[src/rtl/core/mecanum_drive_mixer_core_macros.svh]
// assertion macros shared by the mecanum mixer rtl
// no dependencies; define NO_ASSERTIONS to compile them out
`ifndef MECANUM_DRIVE_MIXER_CORE_MACROS_SVH
`define MECANUM_DRIVE_MIXER_CORE_MACROS_SVH
`ifndef NO_ASSERTIONS
// property checked only outside reset
`define MDM_ASSERT(lbl, clk, rst, prop) \
   lbl: assert property (@(posedge clk) disable iff (rst) prop) \
      else $error("mecanum mixer check failed");
// property checked on every edge, reset included
`define MDM_ASSERT_ALWAYS(lbl, clk, prop) \
   lbl: assert property (@(posedge clk) prop) \
      else $error("mecanum mixer check failed");
`else
`define MDM_ASSERT(lbl, clk, rst, prop)
`define MDM_ASSERT_ALWAYS(lbl, clk, prop)
`endif
`endif

[src/rtl/core/mdm_pkg.sv]
// shared types and constants for the mecanum drive mixer
// no dependencies
package mdm_pkg;

   // command saturation limit and derived widths
   localparam int CMD_LIMIT = 10;
   localparam int MAG_W     = $clog2(CMD_LIMIT + 1);
   localparam int CMD_W     = MAG_W + 1;
   localparam int MIX_W     = CMD_W + 1;
   localparam int DIFF_W    = 9;
   localparam int PROD_W    = MAG_W + 1 + DIFF_W;

   // divide by the limit as multiply by a rounded-up reciprocal
   // exact for every product the mapping can produce
   localparam int RECIP_SHIFT = 16;
   localparam int RECIP       = ((1 << RECIP_SHIFT) + CMD_LIMIT - 1) / CMD_LIMIT;
   localparam int RECIP_W     = $clog2(RECIP + 1);

   localparam int DUTY_W   = 8;
   localparam int MOTION_W = 2;
   localparam int BIAS_W   = 9;
   localparam int VALUE_W  = 8;
   localparam int OP_W     = 3;
   localparam int CSR_IDX_W = 3;
   localparam int CSR_DAT_W = 9;

   typedef enum logic [OP_W-1:0] {
      OP_SET_SPEED  = 3'd0,
      OP_SET_STRAFE = 3'd1,
      OP_SET_STEER  = 3'd2,
      OP_ESTOP      = 3'd3,
      OP_DRIVE      = 3'd4
   } opcode_type;

   typedef enum logic [MOTION_W-1:0] {
      MOTION_STOP    = 2'd0,
      MOTION_FORWARD = 2'd1,
      MOTION_REVERSE = 2'd2
   } motion_type;

   // register indexes
   localparam logic [CSR_IDX_W-1:0] CSR_PWM_MIN = 3'd0;
   localparam logic [CSR_IDX_W-1:0] CSR_PWM_MAX = 3'd1;
   localparam logic [CSR_IDX_W-1:0] CSR_BIAS_FL = 3'd2;
   localparam logic [CSR_IDX_W-1:0] CSR_BIAS_FR = 3'd3;
   localparam logic [CSR_IDX_W-1:0] CSR_BIAS_RL = 3'd4;
   localparam logic [CSR_IDX_W-1:0] CSR_BIAS_RR = 3'd5;

   // stage load strobes of the three-deep pipeline
   typedef struct packed {
      logic ld_mix;
      logic ld_prod;
      logic ld_out;
   } pipe_ctl_type;

endpackage

[src/rtl/core/mecanum_drive_mixer_core.sv]
// Mecanum drive mixer core.
// Input channel req_*: one beat carries an opcode and a signed value.
//   Set speed, set strafe and set steer store the value saturated to +/-10;
//   emergency stop clears all three; these beats produce no result.
//   A drive beat mixes the stored commands for the four wheels.
// Result channel rsp_*: one beat per drive beat, in order, carrying a PWM
//   duty and a motion code (stop, forward, reverse) for each wheel.
// Configuration port csr_*: pwm_min, pwm_max and four per-wheel duty biases,
//   written while the core is idle; indexes beyond the last register are ignored.
// Path: an accepted drive beat passes the mix register, the slope product register
//   and the output register in that order; rsp_valid rises once it reaches the last.
// Throughput: one beat per cycle on both channels; the three stages each hold
//   one beat and refill bubbles, so a stalled receiver only holds off req_ready
//   once every stage is full.
// Reset (synchronous): commands cleared, registers back to their defaults,
//   pipeline emptied. Command beats take effect as soon as they are accepted.
// depends on mdm_pkg, mdm_cmd_mixer, mdm_wheel_map and the macros header
`include "mecanum_drive_mixer_core_macros.svh"
module mecanum_drive_mixer_core (
   input  logic                                 clock,
   input  logic                                 reset,
   input  logic                                 req_valid,
   output logic                                 req_ready,
   input  logic [mdm_pkg::OP_W-1:0]             req_opcode,
   input  logic signed [mdm_pkg::VALUE_W-1:0]   req_value,
   output logic                                 rsp_valid,
   input  logic                                 rsp_ready,
   output logic [mdm_pkg::DUTY_W-1:0]           rsp_duty_front_left,
   output logic [mdm_pkg::DUTY_W-1:0]           rsp_duty_front_right,
   output logic [mdm_pkg::DUTY_W-1:0]           rsp_duty_rear_left,
   output logic [mdm_pkg::DUTY_W-1:0]           rsp_duty_rear_right,
   output logic [mdm_pkg::MOTION_W-1:0]         rsp_motion_front_left,
   output logic [mdm_pkg::MOTION_W-1:0]         rsp_motion_front_right,
   output logic [mdm_pkg::MOTION_W-1:0]         rsp_motion_rear_left,
   output logic [mdm_pkg::MOTION_W-1:0]         rsp_motion_rear_right,
   input  logic                                 csr_wr_en,
   input  logic [mdm_pkg::CSR_IDX_W-1:0]        csr_index,
   input  logic [mdm_pkg::CSR_DAT_W-1:0]        csr_wdata
);
   import mdm_pkg::*;

   logic [DUTY_W-1:0]              pwm_min_ff;
   logic [DUTY_W-1:0]              pwm_max_ff;
   logic signed [3:0][BIAS_W-1:0]  bias_ff;
   logic                           v_mix_ff, v_mix_in;
   logic                           v_prod_ff, v_prod_in;
   logic                           v_out_ff, v_out_in;
   logic                           rdy_mix, rdy_prod, rdy_out;
   logic                           beat;
   pipe_ctl_type                   ctl;
   logic signed [3:0][MIX_W-1:0]   mix;
   logic [3:0][DUTY_W-1:0]         duty;
   logic [3:0][MOTION_W-1:0]       motion;

   // configuration registers
   always_ff @(posedge clock) begin
      if (reset) begin
         pwm_min_ff <= '0;
         pwm_max_ff <= '1;
         bias_ff    <= '0;
      end else if (csr_wr_en) begin
         unique case (csr_index)
            CSR_PWM_MIN: pwm_min_ff <= csr_wdata[DUTY_W-1:0];
            CSR_PWM_MAX: pwm_max_ff <= csr_wdata[DUTY_W-1:0];
            CSR_BIAS_FL: bias_ff[0] <= $signed(csr_wdata[BIAS_W-1:0]);
            CSR_BIAS_FR: bias_ff[1] <= $signed(csr_wdata[BIAS_W-1:0]);
            CSR_BIAS_RL: bias_ff[2] <= $signed(csr_wdata[BIAS_W-1:0]);
            CSR_BIAS_RR: bias_ff[3] <= $signed(csr_wdata[BIAS_W-1:0]);
            default: ;
         endcase
      end
   end

   // pipeline flow control: a stage takes a beat when empty or draining
   always_comb begin
      rdy_out     = !v_out_ff || rsp_ready;
      rdy_prod    = !v_prod_ff || rdy_out;
      rdy_mix     = !v_mix_ff || rdy_prod;
      req_ready   = rdy_mix;
      beat        = req_valid && req_ready;
      ctl.ld_mix  = beat && (req_opcode == OP_DRIVE);
      ctl.ld_prod = v_mix_ff && rdy_prod;
      ctl.ld_out  = v_prod_ff && rdy_out;
      v_mix_in    = ctl.ld_mix || (v_mix_ff && !rdy_prod);
      v_prod_in   = ctl.ld_prod || (v_prod_ff && !rdy_out);
      v_out_in    = ctl.ld_out || (v_out_ff && !rsp_ready);
   end

   always_ff @(posedge clock) begin
      if (reset) begin
         v_mix_ff  <= 1'b0;
         v_prod_ff <= 1'b0;
         v_out_ff  <= 1'b0;
      end else begin
         v_mix_ff  <= v_mix_in;
         v_prod_ff <= v_prod_in;
         v_out_ff  <= v_out_in;
      end
   end

   mdm_cmd_mixer u_cmd (
      .clock  (clock),
      .reset  (reset),
      .beat   (beat),
      .opcode (req_opcode),
      .value  (req_value),
      .ctl    (ctl),
      .mix    (mix)
   );

   // one duty mapper per wheel: fl, fr, rl, rr
   for (genvar w = 0; w < 4; w++) begin : g_wheel
      mdm_wheel_map u_map (
         .clock   (clock),
         .ctl     (ctl),
         .mix     (mix[w]),
         .pwm_min (pwm_min_ff),
         .pwm_max (pwm_max_ff),
         .bias    (bias_ff[w]),
         .duty    (duty[w]),
         .motion  (motion[w])
      );
   end

   assign rsp_valid              = v_out_ff;
   assign rsp_duty_front_left    = duty[0];
   assign rsp_duty_front_right   = duty[1];
   assign rsp_duty_rear_left     = duty[2];
   assign rsp_duty_rear_right    = duty[3];
   assign rsp_motion_front_left  = motion[0];
   assign rsp_motion_front_right = motion[1];
   assign rsp_motion_rear_left   = motion[2];
   assign rsp_motion_rear_right  = motion[3];

   `MDM_ASSERT(a_mix_held, clock, reset, v_mix_ff && !rdy_prod |=> v_mix_ff)
   `MDM_ASSERT(a_prod_held, clock, reset, v_prod_ff && !rdy_out |=> v_prod_ff)
   `MDM_ASSERT(a_stall_full, clock, reset,
      !req_ready |-> v_mix_ff && v_prod_ff && v_out_ff)
   `MDM_ASSERT(a_stop_zero_duty, clock, reset,
      rsp_valid && rsp_motion_front_left == MOTION_STOP |-> rsp_duty_front_left == 0)
   `MDM_ASSERT_ALWAYS(a_reset_empties, clock, reset |=> !rsp_valid)

endmodule

[src/rtl/core/mdm_cmd_mixer.sv]
// command registers and the wheel mix stage of the mecanum mixer
// depends on mdm_pkg and mecanum_drive_mixer_core_macros.svh
`include "mecanum_drive_mixer_core_macros.svh"
module mdm_cmd_mixer (
   input  logic                                    clock,
   input  logic                                    reset,
   input  logic                                    beat,
   input  logic [mdm_pkg::OP_W-1:0]                opcode,
   input  logic signed [mdm_pkg::VALUE_W-1:0]      value,
   input  mdm_pkg::pipe_ctl_type                   ctl,
   output logic signed [3:0][mdm_pkg::MIX_W-1:0]   mix
);
   import mdm_pkg::*;

   localparam logic signed [VALUE_W-1:0] VAL_HI = VALUE_W'(CMD_LIMIT);
   localparam logic signed [VALUE_W-1:0] VAL_LO = -VALUE_W'(CMD_LIMIT);
   localparam logic signed [MIX_W-1:0]   MIX_HI = MIX_W'(CMD_LIMIT);
   localparam logic signed [MIX_W-1:0]   MIX_LO = -MIX_W'(CMD_LIMIT);
   localparam logic signed [CMD_W-1:0]   CMD_HI = CMD_W'(CMD_LIMIT);
   localparam logic signed [CMD_W-1:0]   CMD_LO = -CMD_W'(CMD_LIMIT);

   logic signed [CMD_W-1:0] speed_ff, speed_in;
   logic signed [CMD_W-1:0] strafe_ff, strafe_in;
   logic signed [CMD_W-1:0] steer_ff, steer_in;
   logic signed [CMD_W-1:0] sat_val;
   logic signed [3:0][MIX_W-1:0] mix_ff, mix_in;
   logic signed [MIX_W-1:0] sp, st, sr;

   // skid steering: clamp to the half range that matches the speed sign
   function automatic logic signed [MIX_W-1:0] skid(input logic signed [MIX_W-1:0] s,
                                                     input logic signed [MIX_W-1:0] d);
      logic signed [MIX_W-1:0] sum;
      sum = s + d;
      if (s > 0) begin
         skid = (sum < 0) ? '0 : ((sum > MIX_HI) ? MIX_HI : sum);
      end else begin
         skid = (sum < MIX_LO) ? MIX_LO : ((sum > 0) ? '0 : sum);
      end
   endfunction

   // saturate the command value
   always_comb begin
      if (value > VAL_HI) begin
         sat_val = CMD_HI;
      end else if (value < VAL_LO) begin
         sat_val = CMD_LO;
      end else begin
         sat_val = CMD_W'(value);
      end
   end

   // command updates
   always_comb begin
      speed_in  = speed_ff;
      strafe_in = strafe_ff;
      steer_in  = steer_ff;
      if (beat) begin
         case (opcode_type'(opcode))
            OP_SET_SPEED: begin
               if (sat_val != speed_ff) begin
                  speed_in = sat_val;
                  if (sat_val == 0) steer_in = '0;
               end
            end
            OP_SET_STRAFE: strafe_in = sat_val;
            OP_SET_STEER:  steer_in  = sat_val;
            OP_ESTOP: begin
               speed_in  = '0;
               strafe_in = '0;
               steer_in  = '0;
            end
            default: ;
         endcase
      end
   end

   // mix the stored commands into four wheel values (fl, fr, rl, rr)
   always_comb begin
      sp = MIX_W'(speed_ff);
      st = MIX_W'(strafe_ff);
      sr = MIX_W'(steer_ff);
      mix_in = {sp, sp, sp, sp};
      if (strafe_ff != 0) begin
         mix_in[0] = sp + st;
         mix_in[1] = sp - st;
         mix_in[2] = sp - st;
         mix_in[3] = sp + st;
      end else if (steer_ff != 0) begin
         if (speed_ff == 0) begin
            mix_in[0] = sr;
            mix_in[1] = -sr;
            mix_in[2] = sr;
            mix_in[3] = -sr;
         end else begin
            mix_in[0] = skid(sp, sr);
            mix_in[1] = skid(sp, -sr);
            mix_in[2] = skid(sp, sr);
            mix_in[3] = skid(sp, -sr);
         end
      end
   end

   always_ff @(posedge clock) begin
      if (reset) begin
         speed_ff  <= '0;
         strafe_ff <= '0;
         steer_ff  <= '0;
      end else begin
         speed_ff  <= speed_in;
         strafe_ff <= strafe_in;
         steer_ff  <= steer_in;
      end
   end

   // mix register, loaded by drive beats
   always_ff @(posedge clock) begin
      if (ctl.ld_mix) begin
         mix_ff <= mix_in;
      end
   end

   assign mix = mix_ff;

   `MDM_ASSERT(a_cmd_range, clock, reset,
      speed_ff <= CMD_HI && speed_ff >= CMD_LO && strafe_ff <= CMD_HI &&
      strafe_ff >= CMD_LO && steer_ff <= CMD_HI && steer_ff >= CMD_LO)
   `MDM_ASSERT(a_estop_clears, clock, reset,
      beat && opcode == OP_ESTOP |=> speed_ff == 0 && strafe_ff == 0 && steer_ff == 0)
   `MDM_ASSERT(a_speed_zero_clears_steer, clock, reset,
      beat && opcode == OP_SET_SPEED && sat_val == 0 && speed_ff != 0 |=> steer_ff == 0)
   `MDM_ASSERT(a_drive_keeps_cmds, clock, reset,
      beat && opcode == OP_DRIVE |=> $stable(speed_ff) && $stable(steer_ff))

endmodule

[src/rtl/core/mdm_wheel_map.sv]
// per-wheel duty mapping: magnitude times slope, divide by the limit, offset, clamp
// depends on mdm_pkg
module mdm_wheel_map (
   input  logic                                 clock,
   input  mdm_pkg::pipe_ctl_type                ctl,
   input  logic signed [mdm_pkg::MIX_W-1:0]     mix,
   input  logic [mdm_pkg::DUTY_W-1:0]           pwm_min,
   input  logic [mdm_pkg::DUTY_W-1:0]           pwm_max,
   input  logic signed [mdm_pkg::BIAS_W-1:0]    bias,
   output logic [mdm_pkg::DUTY_W-1:0]           duty,
   output logic [mdm_pkg::MOTION_W-1:0]         motion
);
   import mdm_pkg::*;

   localparam int ABS_W = PROD_W - 1;
   localparam int SUM_W = DUTY_W + 3;
   localparam logic [MIX_W-1:0] LIM_U = MIX_W'(CMD_LIMIT);

   logic [MIX_W-1:0]               abs_mix;
   logic [MAG_W-1:0]               mag;
   logic signed [DIFF_W-1:0]       diff;
   logic signed [PROD_W-1:0]       prod_ff, prod_in;
   logic                           zero_ff;
   logic                           fwd_ff;
   logic [ABS_W-1:0]               abs_prod;
   logic [ABS_W+RECIP_W-1:0]       recip_prod;
   logic [DUTY_W-1:0]              quot;
   logic signed [SUM_W-1:0]        squot;
   logic signed [SUM_W-1:0]        sum;
   logic [DUTY_W-1:0]              duty_ff, duty_in;
   logic [MOTION_W-1:0]            motion_ff, motion_in;

   // stage one: magnitude and slope product
   always_comb begin
      abs_mix = mix[MIX_W-1] ? MIX_W'(-mix) : MIX_W'(mix);
      mag     = (abs_mix > LIM_U) ? MAG_W'(CMD_LIMIT) : abs_mix[MAG_W-1:0];
      diff    = $signed({1'b0, pwm_max}) - $signed({1'b0, pwm_min});
      prod_in = $signed({1'b0, mag}) * diff;
   end

   always_ff @(posedge clock) begin
      if (ctl.ld_prod) begin
         prod_ff <= prod_in;
         zero_ff <= (mix == 0);
         fwd_ff  <= (mix > 0);
      end
   end

   // stage two: truncating divide, offset and clamp
   always_comb begin
      abs_prod   = prod_ff[PROD_W-1] ? ABS_W'(-prod_ff) : ABS_W'(prod_ff);
      recip_prod = (ABS_W + RECIP_W)'(abs_prod) * (ABS_W + RECIP_W)'(RECIP);
      quot       = recip_prod[RECIP_SHIFT +: DUTY_W];
      squot      = prod_ff[PROD_W-1] ? -$signed(SUM_W'({1'b0, quot}))
                                     : $signed(SUM_W'({1'b0, quot}));
      sum        = squot + $signed(SUM_W'({1'b0, pwm_min})) + SUM_W'(bias);
      if (zero_ff) begin
         duty_in   = '0;
         motion_in = MOTION_STOP;
      end else begin
         if (sum < 0) begin
            duty_in = '0;
         end else if (sum > $signed(SUM_W'({1'b0, pwm_max}))) begin
            duty_in = pwm_max;
         end else begin
            duty_in = sum[DUTY_W-1:0];
         end
         motion_in = fwd_ff ? MOTION_FORWARD : MOTION_REVERSE;
      end
   end

   always_ff @(posedge clock) begin
      if (ctl.ld_out) begin
         duty_ff   <= duty_in;
         motion_ff <= motion_in;
      end
   end

   assign duty   = duty_ff;
   assign motion = motion_ff;

endmodule

[config.mk]
export PLATFORM = sky130hd
export DESIGN_NAME = mecanum_drive_mixer_core
export DESIGN_NICKNAME = d
export VERILOG_FILES = /design/src/rtl/core/mdm_pkg.sv /design/src/rtl/core/mecanum_drive_mixer_core.sv /design/src/rtl/core/mdm_cmd_mixer.sv /design/src/rtl/core/mdm_wheel_map.sv
export VERILOG_INCLUDE_DIRS = /design/src /design/src/rtl/core
export SDC_FILE = /design/constraint.sdc
export NUM_CORES = 2
export LEC_CHECK = 0
export ABC_AREA = 1
export BUFFER_PORTS_ARGS = -buffer_cell sky130_fd_sc_hd__buf_2
export CAP_MARGIN = 20
export CORE_ASPECT_RATIO = 0.75
export CORE_MARGIN = 4
export CORE_UTILIZATION = 45
export CTS_BUF_LIST = sky130_fd_sc_hd__clkbuf_8 sky130_fd_sc_hd__clkbuf_16
export DETAILED_ROUTE_END_ITERATION = 16
export PLACE_DENSITY = 0.65
export SLEW_MARGIN = 20
export SYNTH_ARGS = -nofsm -noshare
export SYNTH_HDL_FRONTEND = slang
export SYNTH_SLANG_ARGS = --single-unit
[constraint.sdc]
create_clock -name clock -period 12.2 [get_ports clock]
set_input_delay 0.61 -clock clock [delete_from_list [all_inputs] [get_ports clock]]
set_output_delay 0.61 -clock clock [all_outputs]
set_load 0.01 [all_outputs]
======== Word-level counts from Yosys, hierarchy flattened ========
Index checks and enable logic that the tools add are counted.
cells by class
  bitwise logic cells ..................... 0
  muxes and demuxes ....................... 45
  reduce and logical (&&, ||, !) cells .... 45
  divide/modulo/power cells ............... 0
  shift operators ......................... 0
  order comparisons ....................... 27
  equality and inequality tests ........... 12
  $add $sub $neg .......................... 26
  $mul .................................... 8
operators with widths
  kind                      count
  $logic_not A32 Y1         6
  $mul A13 B12 Y23 const B  4
  $add A11 B9 Y11           8
  $mux W6                   14
  $mux W24                  3
  $reduce_bool A32 Y1       2
  $mul A5 B9 Y14            4
  $mux W13                  4
  $neg A13 Y13              4
  $gt A11 B9 Y1             4
  $lt A11 B1 Y1 const B     4
  $mux W11                  4
  $neg A8 Y11               4
  $gt A6 B1 Y1 const B      6
  $mux W8                   4
  $mux W5                   5
  $gt A6 B4 Y1 const B      4
  $neg A6 Y6                4
  $pmux W5 S2               2
  $mux W4                   4
  $pmux W5 S3               1
  $reduce_and A2 Y1         7
  $add A5 B5 Y6             2
  $eq A3 B2 Y1 const B      4
  24 further kinds          55
word-level totals
  output and inout bits ................... 42
  bits in latches ......................... 0
  memories ................................ 0
  input bits .............................. 28
  memory bits (read-only) ................. 0
  memory bits (writable) .................. 0
  flip-flop bits (word level) ............. 198

======== Longest topological paths before layout ========
  depth in word-level cells ............... 9
  depth in mapped cells ................... 50
  mapped depth without buffers ............ 50

======== Modules after synthesis ========
From an unflattened synthesis, not the netlist that was laid out.
second synthesis, totals
  cells, all modules ...................... 4505
  area, all modules ....................... 33829.9 um2
modules (own cells, without submodules)
  module                             instances  area an instance (um2)  seq. area each (um2)  cells each
  mdm_wheel_map at g_wheel[3].u_map  1          7206.9                  780.7                 947
  mdm_wheel_map at g_wheel[1].u_map  1          7174.4                  780.7                 933
  mdm_wheel_map at g_wheel[0].u_map  1          7100.6                  780.7                 929
  mdm_wheel_map at g_wheel[2].u_map  1          7064.3                  780.7                 937
  mdm_cmd_mixer                      1          3179.3                  960.9                 464
  mecanum_drive_mixer_core           1          2104.5                  1101.1                295

======== Worst setup path after synthesis ========
No wires, ideal clock.
  path kind ............................... flip-flop to flip-flop
  start ................................... register g_wheel[3].u_map.prod_ff[0]
  end ..................................... register g_wheel[3].u_map.duty_ff[1] (data pin)
  library setup time ...................... 0.253 ns
  stages on the path, launching flop included .. 42
  period minus slack after synthesis ...... 8.733 ns
  path slack .............................. 3.467 ns
  arrival time ............................ 8.479 ns
  cells stage by stage .................... edfxtp_1 > inv_1 > ha_1 > inv_1 > nor3_1 > nand3_1 > o21ai_0 > xor2_1 > ha_1 > fa_1 > fa_1 > fa_1 > inv_1 > fa_1 > inv_1 > ha_1 > nand2_1 > o21bai_1 > [6 not listed] > o21ai_0 > fa_1 > ha_1 > fa_1 > a21oi_1 > o21bai_1 > a21oi_1 > o21ai_0 > xor2_1 > inv_1 > ha_1 > nand2_1 > or3_1 > nand2_1 > nand3_2 > or2_2 > nand2_1 > nor2_1
between the ends
  longest elaborated chain between the ends .. 9
  elaborated cells on any way between the ends .. 11
  those cells by class .................... add/sub: 4; mul: 1; order compare: 2; mux: 3; reduce/logical: 1
RTL lines
  what                                            RTL line                                  source
  start, declared                                 mdm_wheel_map.sv:22                       logic signed [PROD_W-1:0] prod_ff, prod_in;
  start signal, assigned                          mdm_wheel_map.sv:43                       prod_ff <= prod_in;
  $neg A13 Y13                                    mdm_wheel_map.sv:51                       abs_prod = prod_ff[PROD_W-1] ? ABS_W'(-prod_ff) : ABS_W'(prod_ff);
  $mux W13 (*)                                    mdm_wheel_map.sv:51
  $mul A13 B12 Y23 (*)                            mdm_wheel_map.sv:52                       recip_prod = (ABS_W + RECIP_W)'(abs_prod) * (ABS_W + RECIP_W)'(RECIP);
  $neg A8 Y11                                     mdm_wheel_map.sv:54                       squot = prod_ff[PROD_W-1] ? -$signed(SUM_W'({1'b0, quot}))
  $mux W11 (*)                                    mdm_wheel_map.sv:54
  $add A11 B9 Y11 (*) (2 in a row)                mdm_wheel_map.sv:56                       sum = squot + $signed(SUM_W'({1'b0, pwm_min})) + SUM_W'(bias);
  $gt A11 B9 Y1 or $lt A11 B1 Y1 (tied branches)  mdm_wheel_map.sv:63, mdm_wheel_map.sv:61
  $mux W8 or $reduce_or A2 Y1 (tied branches)     --
  end signal, assigned                            mdm_wheel_map.sv:74                       duty_ff <= duty_in;
  end, declared                                   mdm_wheel_map.sv:30                       logic [DUTY_W-1:0] duty_ff, duty_in;
Every way passes the cells marked *; elsewhere a longest branch is shown, timed or not.
A chain may end at the register's enable or synchronous reset.

======== Final worst setup path ========
  start ................................... register g_wheel[2].u_map.prod_ff[0]
  end ..................................... register g_wheel[2].u_map.duty_ff[2] (data pin)
between the ends
  longest elaborated chain between the ends .. 9
  elaborated cells on any way between the ends .. 11
  those cells by class .................... add/sub: 4; mul: 1; order compare: 2; mux: 3; reduce/logical: 1
RTL lines
  what                                            RTL line
  start, declared                                 mdm_wheel_map.sv:22
  start signal, assigned                          mdm_wheel_map.sv:43
  $neg A13 Y13                                    mdm_wheel_map.sv:51
  $mux W13 (*)                                    mdm_wheel_map.sv:51
  $mul A13 B12 Y23 (*)                            mdm_wheel_map.sv:52
  $neg A8 Y11                                     mdm_wheel_map.sv:54
  $mux W11 (*)                                    mdm_wheel_map.sv:54
  $add A11 B9 Y11 (*) (2 in a row)                mdm_wheel_map.sv:56
  $gt A11 B9 Y1 or $lt A11 B1 Y1 (tied branches)  mdm_wheel_map.sv:63, mdm_wheel_map.sv:61
  $mux W8 or $reduce_or A2 Y1 (tied branches)     --
  end signal, assigned                            mdm_wheel_map.sv:74
  end, declared                                   mdm_wheel_map.sv:30
Marked as above.

==> flow_metrics.py <==
metrics = {
    "timing": {
        "final_min_period_over_clock_period_pct": 83.3,
        "tightestPinTransition_ps": 959,
        "timing_max_transition_violations_final": 0,
        "setup_tns_after_final_layout_ps": 0,
        "timing.final.setup_violations": 0,
        "rsz0062_at_grt": "false",
        "report.final.hold_viol_count": 0,
        "clock_skew_after_layout_ps": 19.9,
        "max_slew_margin_pct": 35.6,
        "period_needed_ps": 10160,
        "clock.fmax_mhz": 98.4,
    },
    "clocking": {
        "cts.sink_count": 196,
        "cts-hold-fix-buffers": 0,
        "cts_htree_levels": 4,
        "cts_tree": "yes",
        "post_cts.repair.setup_buffers": 0,
        "clock_insertion_delay_worst_skew_ps": 480,
        "cts_resized": 0,
        "cts_buffers": 17,
        "path_clk_slew_ps": 80,
        "clock_path_buffers": 2,
        "clock-root-buffer": "sky130_fd_sc_hd__clkbuf_16",
    },
    "cells_and_area": {
        "syn2layout_area_growth_pct": 6.58,
        "fill_cells": 6916,
        "num_antenna_cells": 0,
        "drive_above_1_share_pct": 4.02,
        "sequential_cell_area_sq_um": 5180,
        "multiInputGateArea_sq_um": 22700,
        "finalNetCount": 5046,
        "finish.cell_count_without_fillers": 5153,
    },
    "grt": {
        "global_route_wire_length_before_repair_mm": 129,
        "antenna_violations_before_repair": 2,
        "pin_count_of_the_biggest_net_entering_global_routing": 65,
        "gr_usage_total_pct": 21.3,
        "gr-total-overflow": 0,
        "via_count_of_the_first_global_routing_pass": 24961,
    },
    "die": {
        "dieWidth_um": 315,
        "dieHeight_um": 238,
        "floorplan.rows": 84,
        "core_sq_um": 70000,
        "initial_utilization_pct": 45.4,
        "floorplan.die_area_sq_um": 75000,
        "i_o_pin_cnt": 70,
    },
    "yosys": {
        "post_synth_inst_count": 4130,
        "postSynthNetCount": 4982,
        "count_of_flip_flops_with_a_built_in_enable_after_synthesis": 126,
        "synth_commonest_cells": "sky130_fd_sc_hd__inv_1 (998), sky130_fd_sc_hd__nand2_1 (723), sky130_fd_sc_hd__ha_1 (535)",
        "synth_seq_cells": 196,
        "synthesis.area_per_instance_sq_um": 7.70,
        "synth_top_cell_area_share_pct": 21.1,
        "synth.largest_area_cell": "sky130_fd_sc_hd__ha_1",
        "share_of_synthesized_area_occupied_by_flip_flops_and_latches_pct": 16.3,
        "synth_most_common_cell": "sky130_fd_sc_hd__inv_1",
        "asyncSetResetFlopFracSynth_pct": 0,
        "ys_dominant_reg_cell": "sky130_fd_sc_hd__edfxtp_1",
        "ys.warnings.count": 0,
        "yosysUniqueCellTypes": 54,
        "synth_area_leaders": "sky130_fd_sc_hd__ha_1 (21%), sky130_fd_sc_hd__fa_1 (18%), sky130_fd_sc_hd__edfxtp_1 (12%)",
        "synth_cell_area_sq_um": 31800,
    },
    "drt": {
        "detailroute.via_count": 25636,
        "totalWireLength_mm": 77.9,
        "detail_route.vias_per_cell": 4.97,
        "final_antenna_net_count": 0,
        "detail_route.drc_violations": 0,
        "detailedRoute.firstPassIterationCount": 6,
        "avgRoutedWirePerCell_um": 15.1,
        "drt_iter0_drc": 1722,
    },
    "min_path": {
        "worstHoldPathType": "in -> reg",
        "min_delay_path_depth": 2,
        "holdCritStartpoint": "reset",
        "timing.hold.worst_endpoint": "v_prod_ff",
    },
    "critical_path": {
        "critical_path_arrival_ps": 10400,
        "timing.rr.end": "g_wheel[2].u_map.duty[2]",
        "critical_path_required_ps": 12440,
        "critical-path-top-delay-family": "adder cells",
        "path_common_cell": "sky130_fd_sc_hd__nand2_1",
        "cp.depth": 44,
        "worst_r2r_startpoint": "g_wheel[2].u_map.prod_ff[0]",
        "critical_path.endpoint_type": "register",
        "critPathLaunchType": "register",
        "worstPathMaxFanout": 8,
        "worst_path_largest_cell_delay_ps": 620,
        "worst_r2r_path_depth": 44,
        "cp.buffers_inverters": 5,
        "regToRegSetupSlack_ps": 2040,
        "path_class": "reg -> reg",
        "cp_slowest_cell": "sky130_fd_sc_hd__xor2_1",
    },
    "placed_design": {
        "final_gp_congestion": 0.916,
        "dpl.cell_count": 5121,
        "dp_hpwl_mm": 65.9,
        "io_buffer_count": 69,
    },
    "flow_run": {
        "timing.max_cap.violations": 0,
    },
    "outcome": {
        "outcome": "finished clean",
    },
}
per-stage QoR:
| stage | worst slack (ps) | utilization (%) | cell area (sq um) | hold WS (ps) |
|---|---|---|---|---|
| floorplan | 3470 | - | 31800 | 449 |
| global placement | 2180 | 47.5 | 33300 | 461 |
| detailed placement | 2120 | 47.5 | 33300 | 465 |
| CTS | 2100 | 48.4 | 33900 | 391 |
| global route | 1240 | 48.4 | 33900 | 407 |
| finish | 2040 | 48.4 | 33900 | 407 |
per-layer routing:
layer  share of wire, %  vias up  track usage, %  wire, um
li1                   -    13054               -         -
met1                 51    11886            32.3     39700
met2                 41      635            31.8     31900
met3                6.5       61            3.86      5050
met4                1.6        0            3.77      1250
met5                  0        -               0         0
worst reg2reg max path, delay by kind of cell (launching register included):
| family | cells | cell delay [ps] |
|---|---|---|
| adders and majority gates | 11 | 4480 |
| and+or+nand+nor | 18 | 1960 |
| xor gates and xnor gates | 4 | 1410 |
| AOI/OAI and AO/OA | 6 | 1210 |
| DFF | 1 | 530 |
| buffers and inverters | 5 | 340 |
worst max-delay path by stage:
stage                                     start                  endpoint  slack [ps]
floorplan           g_wheel[3].u_map.prod_ff[0]  g_wheel[3].u_map.duty[1]        3470
global placement    g_wheel[2].u_map.prod_ff[0]  g_wheel[2].u_map.duty[1]        2180
detailed placement  g_wheel[2].u_map.prod_ff[0]  g_wheel[2].u_map.duty[2]        2120
CTS                 g_wheel[2].u_map.prod_ff[0]  g_wheel[2].u_map.duty[1]        2100
global route        g_wheel[2].u_map.prod_ff[0]  g_wheel[2].u_map.duty[2]        1240
finish              g_wheel[2].u_map.prod_ff[0]  g_wheel[2].u_map.duty[2]        2040
final cells by class:
type / instances / share of cell area (%)
multi-input combinational: 2895 / 67.1
sequential: 196 / 15.3
timing repair buffer: 77 / 1.20
clock buffer: 19 / 1.40
inverter: 1007 / 11.2
clock inverter: 13 / 0.391
tap: 946 / 3.49
sequential cells by signal (all words and copies together), names as in the netlist:
name and cells:
g_wheel.u_map.zero_ff 4, v_mix_ff 1, v_prod_ff 1, g_wheel.u_map.prod_ff 56, pwm_max_ff 8, g_wheel.u_map.fwd_ff 4, g_wheel.u_map.duty 32, u_cmd.mix 22
u_cmd.steer_ff 5, pwm_min_ff 8, u_cmd.speed_ff 5, rsp_valid 1, bias_ff 36, g_wheel.u_map.motion 8, u_cmd.strafe_ff 5
layout by cell type (no fill, tap or decap), types with 8 or more instances in the layout:
cell type | Yosys | layout
sky130_fd_sc_hd__nand4_1 | 27 | 27
sky130_fd_sc_hd__nor2_1 | 398 | 398
sky130_fd_sc_hd__o21ai_0 | 157 | 157
sky130_fd_sc_hd__xor2_1 | 137 | 137
sky130_fd_sc_hd__o31ai_1 | 10 | 10
sky130_fd_sc_hd__a21o_1 | 10 | 10
sky130_fd_sc_hd__o21bai_1 | 29 | 29
sky130_fd_sc_hd__o211ai_1 | 23 | 23
sky130_fd_sc_hd__nor3_1 | 43 | 43
sky130_fd_sc_hd__nor4_1 | 9 | 8
sky130_fd_sc_hd__fa_1 | 289 | 289
sky130_fd_sc_hd__xnor2_1 | 56 | 56
sky130_fd_sc_hd__or2_2 | 18 | 18
sky130_fd_sc_hd__a21oi_1 | 221 | 220
sky130_fd_sc_hd__nand2_1 | 723 | 723
sky130_fd_sc_hd__nand3_1 | 117 | 117
sky130_fd_sc_hd__buf_4 | 0 | 8
sky130_fd_sc_hd__nand2_2 | 11 | 11
sky130_fd_sc_hd__edfxtp_1 | 126 | 126
sky130_fd_sc_hd__ha_1 | 535 | 535
sky130_fd_sc_hd__inv_1 | 998 | 998
sky130_fd_sc_hd__dfxtp_1 | 70 | 70
sky130_fd_sc_hd__buf_2 | 2 | 69
sky130_fd_sc_hd__clkbuf_16 | 0 | 19
sky130_fd_sc_hd__nand3b_1 | 8 | 8
kinds of logic after synthesis:
group,count (synthesis),share of synthesized area (%)
simple gates,1388,18.3
buf+inv,1039,12.3
compound gates,490,8.56
fa+ha+maj,824,39.3
flops,196,16.3
xor+xnor,193,5.32
Power is left out: the tool's default activity adds up to more than one toggle a clock period on the data nets, which glitch-free logic cannot reach.
